File: src/hw/rtl/tch_pkg.sv
// Shared constants and arctangent table for the tilt-compensated heading pipeline.
package tch_pkg;
    localparam int GUARD_BITS = 8;
    localparam int GAIN_FRAC  = 28;
    localparam int ZW         = 34;
    localparam logic signed [28:0] INV_GAIN = 29'sd163008219;
    localparam logic signed [ZW-1:0] HALF_TURN    = 34'sd2147483648;
    localparam logic signed [ZW-1:0] QUARTER_TURN = 34'sd1073741824;

    // floor(atan(2^-i) * 2^31 / pi)
    function automatic logic [31:0] atan_val(input int idx);
        logic [31:0] v;
        begin
            unique case (idx)
                0: v = 32'd536870912;
                1: v = 32'd316933405;
                2: v = 32'd167458907;
                3: v = 32'd85004756;
                4: v = 32'd42667331;
                5: v = 32'd21354465;
                6: v = 32'd10679838;
                7: v = 32'd5340245;
                8: v = 32'd2670163;
                9: v = 32'd1335086;
                10: v = 32'd667544;
                11: v = 32'd333772;
                12: v = 32'd166886;
                13: v = 32'd83443;
                14: v = 32'd41721;
                15: v = 32'd20860;
                16: v = 32'd10430;
                17: v = 32'd5215;
                18: v = 32'd2607;
                19: v = 32'd1303;
                20: v = 32'd651;
                21: v = 32'd325;
                22: v = 32'd162;
                23: v = 32'd81;
                default: v = 32'd0;
            endcase
            return v;
        end
    endfunction
endpackage

File: src/hw/rtl/tch_cordic_cell.sv
// One registered CORDIC micro-rotation cell, rotation or vectoring mode.
module tch_cordic_cell #(
    parameter int W   = 28,
    parameter int SW  = 1,
    parameter int IDX = 0,
    parameter int VEC = 0
) (
    input  logic                         i_clk,
    input  logic                         i_rst_n,
    input  logic                         i_en,
    input  logic                         i_valid,
    input  logic signed [W-1:0]          i_x,
    input  logic signed [W-1:0]          i_y,
    input  logic signed [tch_pkg::ZW-1:0] i_z,
    input  logic [SW-1:0]                i_side,
    output logic                         o_valid,
    output logic signed [W-1:0]          o_x,
    output logic signed [W-1:0]          o_y,
    output logic signed [tch_pkg::ZW-1:0] o_z,
    output logic [SW-1:0]                o_side
);
    logic signed [W-1:0]           xs, ys, n_x, n_y;
    logic signed [tch_pkg::ZW-1:0] at, n_z;
    logic                          pos;
    logic                          r_valid;
    logic signed [W-1:0]           r_x, r_y;
    logic signed [tch_pkg::ZW-1:0] r_z;
    logic [SW-1:0]                 r_side;

    always_comb begin
        xs  = i_x >>> IDX;
        ys  = i_y >>> IDX;
        at  = tch_pkg::ZW'({1'b0, tch_pkg::atan_val(IDX)});
        // vectoring steers on sign of y, rotation on sign of remaining angle
        pos = (VEC != 0) ? i_y[W-1] : !i_z[tch_pkg::ZW-1];
        if (pos) begin
            n_x = i_x - ys;
            n_y = i_y + xs;
            n_z = i_z - at;
        end else begin
            n_x = i_x + ys;
            n_y = i_y - xs;
            n_z = i_z + at;
        end
    end

    always_ff @(posedge i_clk) begin
        if (!i_rst_n) begin
            r_valid <= 1'b0;
        end else if (i_en) begin
            r_valid <= i_valid;
        end
    end

    always_ff @(posedge i_clk) begin
        if (i_en) begin
            r_x    <= n_x;
            r_y    <= n_y;
            r_z    <= n_z;
            r_side <= i_side;
        end
    end

    assign o_valid = r_valid;
    assign o_x     = r_x;
    assign o_y     = r_y;
    assign o_z     = r_z;
    assign o_side  = r_side;
endmodule

File: config.mk
export PLATFORM = sky130hd
export DESIGN_NAME = tch_cordic_cell
export DESIGN_NICKNAME = d
export VERILOG_FILES = /design/src/hw/rtl/tch_pkg.sv /design/src/hw/rtl/tch_cordic_cell.sv
export SDC_FILE = /design/constraint.sdc
export NUM_CORES = 1
export LEC_CHECK = 0
export BUFFER_PORTS_ARGS = -buffer_cell sky130_fd_sc_hd__buf_2
export CAP_MARGIN = 20
export CORE_MARGIN = 5
export CORE_UTILIZATION = 55
export DETAILED_ROUTE_END_ITERATION = 8
export PLACE_DENSITY = 0.86
export RECOVER_POWER = 100
export SLEW_MARGIN = 20
export SYNTH_ARGS = -nofsm -noshare
export SYNTH_HDL_FRONTEND = slang
export SYNTH_SLANG_ARGS = --single-unit
File: constraint.sdc
create_clock -name i_clk -period 2.87 [get_ports i_clk]
set_input_delay 0.1435 -clock i_clk [delete_from_list [all_inputs] [get_ports i_clk]]
set_output_delay 0.1435 -clock i_clk [all_outputs]
set_load 0.005 [all_outputs]
==> impl_metrics.env, run 1 <==
export IMPL_outcome="complete, but fails checks"
export IMPL_violations="max-capacitance violations, max-slew violations"
export IMPL_multi_input_area_um2=4240
export IMPL_crit_type="primary input to register"
export IMPL_synthDistinctLibCells=70
export IMPL_slew_headroom_pct=-73.9
export IMPL_syn_nets=978
export IMPL_power_leakage_nw=4.26
export IMPL_setup_viol=0
export IMPL_grt_max_degree=46
export IMPL_grt_pass1_vias=6902
export IMPL_r2r_start="o_valid"
export IMPL_crit_path_start_kind="primary input"
export IMPL_skew_ps=0
export IMPL_clock_latency_ps=330
export IMPL_core_area_um2=13200
export IMPL_cts_buffers=9
export IMPL_die_h_um=126
export IMPL_via_per_inst=5.78
export IMPL_ys_flop_type="edfxtp_1"
export IMPL_setup_worst_path_end_class="register"
export IMPL_grt_ovfl_total=0
export IMPL_async_flop_share_pct=0
export IMPL_whs_ps=46.1
export IMPL_drtAntennaViolNets=0
export IMPL_ctsHoldBuffers=29
export IMPL_drv_cap=1
export IMPL_clk_pin_slew_worst_paths_ps=70
export IMPL_ys_ff_latch=91
export IMPL_hp_class="primary input to register"
export IMPL_cts_resized=0
export IMPL_r2r_cells=2
export IMPL_std_cell_rows=42
export IMPL_synth_edff_count=90
export IMPL_synth_top_cell_area_share_pct=36.3
export IMPL_clk_path_buf_depth=2
export IMPL_synth_area_leaders="edfxtp_1, ha_1, a21oi_1, xnor2_1, inv_1"
export IMPL_drt_iter0_markers=761
export IMPL_power_density_nw_per_um2=462
export IMPL_vias=7164
export IMPL_hold_viol=0
export IMPL_final_cells=1239
export IMPL_startpoint="i_x[7]"
export IMPL_drc=0
export IMPL_gp_congestion=0.999
export IMPL_dp_hpwl_mm=17.7
export IMPL_cp_max_fo=10
export IMPL_dp_cells=1194
export IMPL_fmax_mhz=373
export IMPL_vdd_drop_max_uv=311
export IMPL_routed_wl_mm=22.9
export IMPL_postCtsSetupRepairBufs=0
export IMPL_place_ws_ps=-89.3
export IMPL_rrSetupSlack_ps=2210
export IMPL_ctsHtreeMaxLevel=3
export IMPL_n_antenna_cell=0
export IMPL_grt_pass1_wl_mm=36.0
export IMPL_syn2layout_area_growth_pct=27.6
export IMPL_setup_slack_ps=188
export IMPL_io_buffers=186
export IMPL_final_max_slew_violation_count=45
export IMPL_seq_area_um2=2720
export IMPL_reg2reg_to="o_valid"
export IMPL_synth_area_per_cell_um2=9.46
export IMPL_ys_seq_area_share_pct=36.6
export IMPL_yosys_area_top_type="edfxtp_1"
export IMPL_synth_cells=787
export IMPL_cts_root_buf="clkbuf_16"
export IMPL_io_pins=187
export IMPL_cts_tree="built"
export IMPL_fin_crit_ps=2680
export IMPL_yosysMostFrequentCell="ha_1"
export IMPL_fill_cells=1071
export IMPL_worst_pin_slew_ps=2610
export IMPL_clkSinkCount=91
export IMPL_drtPass1Iterations=5
export IMPL_antenna_found_initial=1
export IMPL_avgRoutedWirePerCell_um=18.5
export IMPL_die_area_um2=16000
export IMPL_finalCritPeriodShare_pct=93.4
export IMPL_fin_nets=1250
export IMPL_grt_usage_pct=28.0
export IMPL_yosysWarnings=0
export IMPL_cp_arrival_ps=2750
export IMPL_die_width_um=126
export IMPL_synth_area_um2=7440
export IMPL_drive_gt1_share_pct=20.8
export IMPL_synth_commonest_cells="ha_1, edfxtp_1, a21oi_1, inv_1, nor2_1"
export IMPL_floorplan_initialDensity_pct=56.2
export IMPL_rsz0062_at_grt="false"
export IMPL_worst_endpoint_required_ps=2940
export IMPL_crit_end="o_x[22]"
==> flip-flops by register name, indices dropped and copies added, names as in the netlist <==
signal	flops
o_x	27
o_y	28
o_side	1
o_valid	1
o_z	34
==> worst min-delay path by stage <==
stage                     startpoint  cells after the start  endpoint
final                        i_rst_n                      2   o_valid
after global routing         i_rst_n                      2   o_valid
after CTS                     i_z[0]                      1    o_z[0]
after detailed placement     i_z[26]                      1   o_z[26]
after global placement        i_z[1]                      1    o_z[1]
after floorplan               i_side                      0    o_side
==> area by class of cell <==
type / count / area share, %
clock buffer: 10 / 2.41
sequential: 91 / 28.7
clock inverter: 5 / 0.395
timing repair buffer: 294 / 18.1
multi-input combinational: 575 / 44.6
inverter: 88 / 3.49
tap: 176 / 2.32
==> cell families after synthesis <==
group                      count (synthesis)  share of synthesized area (%)
AOI/OAI and AO/OA                        250                           21.7
and+or+nand+nor                          160                           10.3
buffers and inverters                    121                           6.51
adders and majority gates                 96                           16.5
DFF                                       91                           36.6
xor gates and xnor gates                  55                           6.47
muxes                                     14                           1.90
==> through the flow <==
stage | TNS [ps] | power [mW] | instance area (um^2) | util, %
after CTS | 0 | 4.40 | 9600 | 72.5
after detailed placement | -473 | 3.29 | 9040 | 68.3
after global placement | -4.84 | 3.25 | 9040 | 68.3
final | 0 | 4.39 | 9500 | 71.7
after global routing | 0 | 4.60 | 9500 | 71.7
after floorplan | 0 | 2.59 | 7440 | -
==> critical path: stages <==
cell and delay (ps):
buf_2 80, inv_1 40, ha_1 440, and4_1 270, and2_0 210, a211oi_1 370
o21ai_0 210, a21boi_0 280, o21ai_0 180, a211oi_1 280, a21oi_1 80, xor2_1 170
==> metal layers <==
layer	up-vias	routed length [um]	global-route usage, %
li1	3358	-	-
met1	3343	9760	38.9
met4	2	512	7.07
met3	43	1900	3.99
met5	-	13	0
met2	418	10700	46.4
==> cell usage in the layout, fill, tap and decap left out, drive strengths merged, types with 3 or more instances in the layout <==
cell type    instances
nand4                5
edfxtp              90
nor2b               13
clkinv               5
a211oi              11
o2111ai              6
a21o                15
buf                187
or3                  3
a21oi               87
xor2                 6
and2                 3
o31a                 4
a221o                3
inv                 86
a2111oi              4
o21bai              13
o211ai              11
mux2i               13
nor3                14
and3                 6
xnor2               49
ha                  92
nand2               31
nor2                63
o221ai               3
clkbuf              87
fa                   4
nand3               10
o31ai                5
dlygate4sd3         30
a21boi               4
nor4                 4
o21ai               57
==> where the power goes <==
part	internal (mW)	switching (mW)	total (mW)
logic	0.667	0.877	1.54
clock network	0.587	0.499	1.09
registers	1.70	0.0582	1.76
total	2.96	1.43	4.39
(Power assumes the default switching activity.)
==> run 2, diff against run 1 <==
--- a/config.mk
+++ b/config.mk
@@ -7,7 +7,7 @@
 export LEC_CHECK = 0
 export BUFFER_PORTS_ARGS = -buffer_cell sky130_fd_sc_hd__buf_2
 export CAP_MARGIN = 20
-export CORE_MARGIN = 5
+export CORE_MARGIN = 1.5
 export CORE_UTILIZATION = 55
 export DETAILED_ROUTE_END_ITERATION = 8
 export PLACE_DENSITY = 0.86
==> impl_metrics.env, run 2 (synthesis results as in run 1) <==
export IMPL_drt_iter0_markers=799
export IMPL_floorplan_initialDensity_pct=56.2
export IMPL_routed_wl_mm=22.6
export IMPL_place_area_um2=9010
export IMPL_rsz0062_at_grt="false"
export IMPL_skew_ps=0
export IMPL_place_ws_ps=-163
export IMPL_grt_max_degree=68
export IMPL_seqPwrFrac_pct=38.6
export IMPL_die_width_um=119
export IMPL_std_cell_rows=42
export IMPL_n_antenna_cell=0
export IMPL_clock_latency_ps=330
export IMPL_grt_pass1_wl_mm=35.4
export IMPL_grt_pass1_vias=6875
export IMPL_power_frac_clock_pct=28.1
export IMPL_min_path_cells=2
export IMPL_cts_buffers=9
export IMPL_r2r_start="o_valid"
export IMPL_worst_pin_slew_ps=1340
export IMPL_clk_pin_slew_worst_paths_ps=60
export IMPL_ctsHtreeMaxLevel=3
export IMPL_design_area_um2=9510
export IMPL_final_max_slew_violation_count=0
export IMPL_core_area_um2=13200
export IMPL_p_switching_mw=1.46
export IMPL_drv_cap=0
export IMPL_fin_crit_ps=2760
export IMPL_die_h_um=119
export IMPL_cp_arrival_ps=2850
export IMPL_vdd_drop_max_uv=471
export IMPL_power_density_nw_per_um2=482
export IMPL_antenna_found_initial=0
export IMPL_worst_endpoint_required_ps=2960
export IMPL_startpoint="i_x[0]"
export IMPL_fin_nets=1246
export IMPL_pwr_share_comb_pct=33.3
export IMPL_layout_commonest_cell="buf_2"
export IMPL_drc=0
export IMPL_rrSetupSlack_ps=2270
export IMPL_clkSinkCount=91
export IMPL_cp_max_fo=4
export IMPL_clk_path_buf_depth=2
export IMPL_crit_path_start_kind="primary input"
export IMPL_hold_start="i_rst_n"
export IMPL_drtPass1Iterations=7
export IMPL_via_per_inst=5.78
export IMPL_largest_reg_flops=34
export IMPL_syn2layout_area_growth_pct=27.7
export IMPL_reg2reg_to="o_valid"
export IMPL_hold_viol=0
export IMPL_total_power_mw=4.58
export IMPL_gp_congestion=0.966
export IMPL_io_pins=187
export IMPL_r2r_cells=2
export IMPL_vias=7138
export IMPL_min_to="o_valid"
export IMPL_power_leakage_nw=4.28
export IMPL_cts_root_buf="clkbuf_16"
export IMPL_io_buffers=186
export IMPL_setup_worst_path_end_class="register"
export IMPL_hp_class="primary input to register"
export IMPL_setup_slack_ps=107
export IMPL_switching_share_pct=31.8
export IMPL_fill_cells=1053
export IMPL_outcome="complete, no violations"
export IMPL_final_util_pct=71.8
export IMPL_setup_viol=0
export IMPL_die_area_um2=14200
export IMPL_finalCritPeriodShare_pct=96.3
export IMPL_crit_type="primary input to register"
export IMPL_drive_gt1_share_pct=21.0
export IMPL_drtAntennaViolNets=0
export IMPL_setup_tns_ps=0
export IMPL_postCtsSetupRepairBufs=0
export IMPL_grt_usage_pct=31.5
export IMPL_mostFrequentLayoutCells="buf_2, ha_1, edfxtp_1, a21oi_1, inv_1"
export IMPL_fmax_mhz=362
export IMPL_cts_tree="built"
export IMPL_slew_headroom_pct=10.9
export IMPL_dp_hpwl_mm=16.9
export IMPL_cellInternalPower_mw=3.13
export IMPL_avgRoutedWirePerCell_um=18.3
export IMPL_grt_ovfl_total=0
[run 2: worst max-delay path by stage]
stage | end | slack [ps] | cells after the start
2_1_floorplan | o_y[22] | 340 | 12
3_5_place_dp | o_y[22] | -160 | 12
3_3_place_gp | o_y[25] | -40 | 13
6_report | o_y[24] | 110 | 13
5_1_grt | o_x[24] | 10 | 12
4_1_cts | o_y[22] | 200 | 12
[run 2: power groups by stage]
stage	sequential [mW]	clock, mW	combinational, mW
final	1.77	1.29	1.53
after global routing	1.78	1.36	1.65
after CTS	1.76	1.29	1.53
after detailed placement	1.78	0	1.49
after global placement	1.77	0	1.46
after floorplan	1.80	0	0.793
[run 2: cell type report]
type,count,area (um^2),share of cell area (%)
inverters,88,332,3.49
multi-input cells,575,4230,44.5
clock buffers,9,225,2.37
repair buffers,290,1680,17.7
clock inverters,7,97.6,1.03
flip-flops and latches,91,2720,28.6
well taps,176,220,2.32
[run 2: metal layers]
metal | wire length, um | part of all wire [%] | GRT usage (%) | up-vias
li1 | - | - | - | 3346
met1 | 9410 | 42 | 41.9 | 3321
met2 | 10700 | 47 | 53.4 | 414
met3 | 1960 | 8.7 | 5.12 | 57
met4 | 542 | 2.4 | 8.63 | 0
met5 | 0 | 0 | 0 | -
[run 2: repair_timing]
item,in CTS,in global routing
resized for setup,0,0
hold buffers,30,0
hold endpoints to repair,30,0
[run 2: per-stage QoR]
step	hold slack, ps	instances
finish	33.4	1236
global route	35.7	1236
floorplan	242	787
CTS	35.6	1236
detailed placement	322	1190
global placement	320	1190
[run 2: worst max-delay path: stages]
cell       delay, ps
clkbuf_1         140
ha_1             190
inv_1             60
fa_1             400
nor2_1           180
o2111ai_1        160
a21oi_1          240
o2111ai_1        120
and3_1           210
and4b_1          260
o41ai_2          380
o21ai_0          190
xnor2_1          170
